[src/rtl/rtcm_pkg.sv]
// ----------------------------------------------------------------------------
// rtcm_pkg
// Shared types and constants of the RTCM3 frame sync / CRC24Q block.
// ----------------------------------------------------------------------------
package rtcm_pkg;

    localparam logic [7:0]  PREAMBLE     = 8'hD3;
    localparam logic [23:0] CRC_POLY     = 24'h864CFB;
    localparam int          HDR_LEN      = 3;
    localparam int          CRC_LEN      = 3;
    localparam int          RESULT_LIMIT = 64;

    // Sequencer states
    typedef enum logic [3:0] {
        ST_IDLE,
        ST_SCAN,
        ST_PRE,
        ST_HDR1,
        ST_HDR2,
        ST_CRC,
        ST_RX0,
        ST_RX1,
        ST_RX2,
        ST_MATCH,
        ST_DONE
    } seq_state_t;

    // Control of the shared CRC unit
    typedef struct packed {
        logic clr;
        logic en;
    } crc_ctl_t;

endpackage

[src/rtl/rtcm_crc.sv]
// ----------------------------------------------------------------------------
// rtcm_crc
// CRC24Q accumulator, one byte per enabled cycle, MSB first.
// ----------------------------------------------------------------------------
module rtcm_crc
    import rtcm_pkg::*;
(
    input  logic        clk,
    input  logic        rst_n,
    input  crc_ctl_t    ctl,
    input  logic [7:0]  data,
    output logic [23:0] crc
);

    logic [23:0] crc_reg;
    logic [23:0] crc_next;

    // Eight bit steps of the polynomial division
    always_comb
    begin
        logic [23:0] c;
        c = crc_reg ^ {data, 16'h0000};
        for (int b = 0; b < 8; b++)
        begin
            c = {c[22:0], 1'b0} ^ (c[23] ? CRC_POLY : 24'h000000);
        end
        crc_next = c;
    end

    always_ff @(posedge clk or negedge rst_n)
    begin
        if (!rst_n)
        begin
            crc_reg <= '0;
        end
        else if (ctl.clr)
        begin
            crc_reg <= '0;
        end
        else if (ctl.en)
        begin
            crc_reg <= crc_next;
        end
    end

    assign crc = crc_reg;

endmodule

[config.mk]
export PLATFORM = sky130hd
export DESIGN_NAME = rtcm_crc
export DESIGN_NICKNAME = d
export VERILOG_FILES = /design/src/rtl/rtcm_pkg.sv /design/src/rtl/rtcm_crc.sv
export SDC_FILE = /design/constraint.sdc
export NUM_CORES = 1
export LEC_CHECK = 0
export BUFFER_PORTS_ARGS = -buffer_cell sky130_fd_sc_hd__buf_2
export CAP_MARGIN = 20
export CORE_MARGIN = 2
export CORE_UTILIZATION = 45
export DETAILED_ROUTE_END_ITERATION = 10
export HOLD_SLACK_MARGIN = 0.12
export PLACE_DENSITY = 0.68
export REMOVE_ABC_BUFFERS = 1
export SLEW_MARGIN = 10
export SYNTH_ARGS = -nofsm -noshare
export SYNTH_HDL_FRONTEND = slang
export SYNTH_SLANG_ARGS = --single-unit
export TNS_END_PERCENT = 10
[constraint.sdc]
create_clock -name clk -period 4.5 [get_ports clk]
set_clock_uncertainty 0.15 [all_clocks]
set_input_delay 0.675 -clock clk [delete_from_list [all_inputs] [get_ports clk]]
set_output_delay 0.675 -clock clk [all_outputs]
set_load 0.05 [all_outputs]
== Yosys cells after proc, flatten, opt, wreduce, memory -nomap -nowiden ==
Index checks and enable logic that the tools add are counted.

* Multiplexer cells: 10
* Bitwise gates (word level): 9
* Reductions and logical operators: 1

{| class="wikitable"
|+ Operators by type and width
! operator !! count
|-
| $mux 24 || 10
|-
| $xor 24x24->24 || 9
|-
| $reduce_bool 2->1 || 1
|}

* Flip-flop bits (word level): 24
* Input bits: 12
* Word-level logic and storage cells: 21

== Longest topological paths before layout ==
* Depth after elaboration: 19
* Gate-level depth with buffers: 5
* Mapped depth without buffers: 5

== Least setup slack after synthesis ==
No wires, ideal clock.

* Path type: flip-flop to flip-flop
* Start point: reg crc_reg[20], in the netlist crc[20]
* End point: reg crc_reg[14], in the netlist crc[14]
* Library setup time: 0.127 ns
* Data arrival time: 2.257 ns
* Data required time: 4.223 ns
* Path slack: 1.967 ns
* Cell stages (with the launch flop): 5
* Buffers on the path: 0
* Clock period less this slack: 2.533 ns
* Path through: dfrtp_1 xor2_2 xnor3_2 xnor3_2 a221o_2

* Cells in the longest elaborated chain, start to end: 16

{| class="wikitable"
|+ Ends and longest elaborated chain
! what !! RTL line !! source
|-
| start, declared || rtcm_crc.sv:15 || <nowiki>logic [23:0] crc_reg;</nowiki>
|-
| start signal, assigned || rtcm_crc.sv:42 || <nowiki>crc_reg <= crc_next;</nowiki>
|-
| $xor 24x24->24 (*) || rtcm_crc.sv:22 || <nowiki>c = crc_reg ^ {data, 16'h0000};</nowiki>
|-
| $xor 24x24->24 (*) (3 in a row) || rtcm_crc.sv:25 || <nowiki>c = {c[22:0], 1'b0} ^ (c[23] ? CRC_POLY : 24'h000000);</nowiki>
|-
| $mux 24 (*) || rtcm_crc.sv:25 ||
|-
| $xor 24x24->24 (*) || rtcm_crc.sv:25 ||
|-
| $mux 24 || rtcm_crc.sv:25 ||
|-
| $xor 24x24->24 (*) || rtcm_crc.sv:25 ||
|-
| $mux 24 || rtcm_crc.sv:25 ||
|-
| $xor 24x24->24 (*) || rtcm_crc.sv:25 ||
|-
| $mux 24 || rtcm_crc.sv:25 ||
|-
| $xor 24x24->24 (*) || rtcm_crc.sv:25 ||
|-
| $mux 24 || rtcm_crc.sv:25 ||
|-
| $xor 24x24->24 (*) || rtcm_crc.sv:25 ||
|-
| $mux 24 (*) || rtcm_crc.sv:40 || <nowiki>else if (ctl.en)</nowiki>
|-
| $mux 24 (*) || rtcm_crc.sv:36 || <nowiki>else if (ctl.clr)</nowiki>
|}

Mark *: on every way between the ends. The rest lies on a longest branch, timed or not. The select of a mux whose other input is x is not followed.
A chain may end at the register's enable or synchronous reset.

== Worst setup path in the final report ==
* Start point: in data[0]
* End point: reg crc_reg[5], in the netlist crc[5]

* Cells in the longest elaborated chain, start to end: 12

{| class="wikitable"
|+ Ends and longest elaborated chain
! what !! RTL line !! source
|-
| start, declared || rtcm_crc.sv:11 || <nowiki>input logic [7:0] data,</nowiki>
|-
| $xor 24x24->24 || rtcm_crc.sv:22 ||
|-
| $xor 24x24->24 (7 in a row) || rtcm_crc.sv:25 ||
|-
| $mux 24 || rtcm_crc.sv:25 ||
|-
| $xor 24x24->24 || rtcm_crc.sv:25 ||
|-
| $mux 24 || rtcm_crc.sv:40 ||
|-
| $mux 24 || rtcm_crc.sv:36 ||
|}

Every way passes these cells. The select of a mux whose other input is x is not followed.

==> impl_metrics.sql <==
INSERT INTO impl_metrics (metric_group, metric, value, unit) VALUES
('die', 'dieHeight', '63.5', 'µm'),
('yosys', 'ys_ff_latch', '24', ''),
('job', 'maxCapViolCount', '0', ''),
('place', 'final_weighted_congestion_in_routability_driven_placement', '0.741', ''),
('cells_and_area', 'nets', '183', ''),
('clock_tree', 'clock-sinks', '24', ''),
('pwr', 'switching_pwr', '0.000794', 'W'),
('yosys', 'synth_sequential_area_ratio', '37.7', '%'),
('critical_path', 'timing.critical_path.from_type', 'input pin', ''),
('critical_path', 'worst_setup_path_end_kind', 'flip-flop', ''),
('timing', 'max-slew-margin-rel', '47.0', '%'),
('yosys', 'yosys_most_used_dff', 'sky130_fd_sc_hd__dfrtp_1', ''),
('pwr', 'power.internal', '0.000919', 'W'),
('yosys', 'netlist_area', '1590', 'µm²'),
('yosys', 'yosys.area.top_type', 'sky130_fd_sc_hd__dfrtp_1', ''),
('pwr', 'final_power', '0.00171', 'W'),
('yosys', 'synthDistinctLibCells', '22', ''),
('die', 'start_util', '47.4', '%'),
('drt', 'drt-total-wl', '3.15', 'mm'),
('yosys', 'synth_most_common_cell', 'sky130_fd_sc_hd__xnor2_1', ''),
('yosys', 'synthesis.yosys.warnings', '0', ''),
('clock_tree', 'cts_setup_buffers', '0', ''),
('clock_tree', 'cts_resized', '0', ''),
('outcome', 'run_status', 'complete, no violations', ''),
('critical_path', 'required', '4.53', 'ns'),
('yosys', 'postSynth.asyncResetShare', '100', '%'),
('die', 'die_area', '4030', 'µm²'),
('critical_path', 'crit_path_cell_trace', 'buf_2 > xnor2_1 > xnor3_2 > xnor3_2 > xnor2_1 > a211oi_2', ''),
('pwr', 'power.clock.fraction', '6.9', '%'),
('drt', 'first_pass_iters', '4', ''),
('timing', 'final.setup.tns', '0', 'ns'),
('die', 'die_width', '63.5', 'µm'),
('critical_path', 'worst-setup-path-type', 'input pin to flip-flop', ''),
('critical_path', 'crit_arrival', '2.49', 'ns'),
('yosys', 'synth_commonest_cells', 'sky130_fd_sc_hd__xnor2_1 (32), sky130_fd_sc_hd__dfrtp_1 (24), sky130_fd_sc_hd__nor2_1 (24), sky130_fd_sc_hd__mux2i_1 (13), sky130_fd_sc_hd__xor2_1 (8)', ''),
('die', 'coreArea', '3360', 'µm²'),
('worst_hold_path', 'worst_hold_path_type', 'input pin to async pin', ''),
('clock_tree', 'ctsRootBufferMaster', 'sky130_fd_sc_hd__clkbuf_4', ''),
('timing', 'worst-slew-pin-transition', '0.796', 'ns'),
('cells_and_area', 'areaGrowthSynthToFinish', '15.2', '%'),
('pwr', 'pwr_density_cell', '933', 'nW/µm²'),
('critical_path', 'slowest_delay', '0.50', 'ns'),
('cells_and_area', 'layout_cells_sized_above_1', '28.2', '%'),
('pwr', 'comb_power_share', '72.4', '%'),
('yosys', 'synth_enable_flop_cells', '0', ''),
('critical_path', 'crit_path_max_fanout', '5', ''),
('pwr', 'seq_power_share', '20.7', '%'),
('drt', 'dr.first_iter.drc_count', '52', ''),
('timing', 'maxClockFrequency', '0.407', 'GHz'),
('yosys', 'yosysTopAreaCellShare', '37.7', '%'),
('yosys', 'cell_count_after_synthesis', '138', ''),
('clock_tree', 'cts-hold-fix-buffers', '0', ''),
('yosys', 'synth_top_cells_by_area', 'sky130_fd_sc_hd__dfrtp_1 (38%), sky130_fd_sc_hd__xnor2_1 (18%), sky130_fd_sc_hd__mux2i_1 (8.2%), sky130_fd_sc_hd__nor2_1 (5.7%), sky130_fd_sc_hd__xnor3_1 (5.7%)', ''),
('timing', 'fin_hold_ws', '0.168', 'ns'),
('place', 'dpl_cell_area', '1800', 'µm²'),
('yosys', 'mean_instance_size_in_the_synthesized_netlist', '11.6', 'µm²'),
('drt', 'antenna_violating_nets_post_route', '0', ''),
('global_route', 'largest_net_degree_at_the_start_of_global_routing', '37', ''),
('place', 'numPortBuffers', '35', ''),
('pwr', 'leakage', '0.913', 'nW'),
('clock_tree', 'clock_latency', '0.32', 'ns'),
('timing', 'setup_viol', '0', ''),
('critical_path', 'worst_path_max_delay_cell', 'sky130_fd_sc_hd__xnor2_1', ''),
('pwr', 'switching_share', '46.4', '%'),
('global_route', 'grtUsageTotal', '17.2', '%'),
('drt', 'route.detailed.vias_per_inst', '5.05', ''),
('cells_and_area', 'antenna_cells_inserted', '0', ''),
('die', 'number_of_i_o_pins', '36', ''),
('cells_and_area', 'number_of_flip_flops_under_the_largest_register_name', '24', ''),
('timing', 'slew_violations', '0', ''),
('global_route', 'global_route_wire_length_before_repair', '5.38', 'mm');
## final cells by class
type,instances,area [µm²]
multi-input combinational,107,967
sequential,24,601
timing repair buffer,35,175
clock buffer,4,36.3
tap,46,57.6
fill,336,1530
## placed cells by master (no fill, tap or decap), drive strengths merged
cell type	netlist	routed
nor3b	1	1
xor2	9	9
clkbuf	5	4
a221o	1	1
buf	2	35
dfrtp	24	24
nand3b	1	1
xor3	2	2
mux2i	13	13
o221ai	1	1
nand2b	4	4
xnor3	7	7
nor2	24	24
a211oi	8	8
nand3	1	1
xnor2	34	34
a21oi	1	1
## metal layers
layer | vias to the layer above | track usage [%] | wire (µm)
met3 | 5 | 2.32 | 157
met1 | 529 | 24.5 | 1520
met5 | - | 0 | 0
met2 | 32 | 26.7 | 1420
li1 | 525 | - | -
met4 | 0 | 6.52 | 53
## through the flow
| stage | instances | setup WS [ns] | utilization (%) |
|---|---|---|---|
| 2_1_floorplan | 131 | 1.97 | - |
| 4_1_cts | 216 | 2.02 | 54.6 |
| 5_1_grt | 216 | 1.96 | 54.6 |
| 3_5_place_dp | 212 | 1.66 | 53.5 |
| 6_report | 216 | 2.04 | 54.6 |
| 3_3_place_gp | 212 | 1.70 | 53.5 |
## power groups by stage
| stage | Combinational [W] | Clock [W] | Sequential, W |
|---|---|---|---|
| after floorplan | 0.000805 | 0 | 0.000596 |
| after CTS | 0.00126 | 0.000123 | 0.000356 |
| final | 0.00124 | 0.000118 | 0.000355 |
| after detailed placement | 0.00125 | 0 | 0.000360 |
| after global routing | 0.00135 | 0.000131 | 0.000367 |
| after global placement | 0.00124 | 0 | 0.000356 |
## final timing paths
| check | slack (ns) | depth (start not counted) | end | startpoint |
|---|---|---|---|---|
| hold reg to reg | 0.43 | 2 | crc[17] | crc[17] |
| setup / recovery | 2.04 | 6 | crc[5] | data[0] |
| min in group clk | 0.43 | 2 | crc[17] | crc[17] |
| max in group asynchronous | 3.67 | 1 | crc[17] | rst_n |
| hold / removal | 0.17 | 1 | crc[13] | rst_n |
| setup reg to reg | 2.08 | 5 | crc[5] | crc[16] |
## critical path: cells and delay by family
kind                   cells  cell delay (ns)
AO/OA/AOI/OAI              1             0.10
XOR/XNOR                   4             1.61
buffers and inverters      1             0.10
## cell families after synthesis
kind of cell	count (synthesis)	share of synthesized area (%)
AOI/OAI and AO/OA	11	5.65
xor gates and xnor gates	52	38.4
buffers and inverters	7	1.65
DFF	24	37.7
muxes	13	8.16
and+or+nand+nor	31	8.48
No activity file was read; power rests on OpenSTA's default activity.
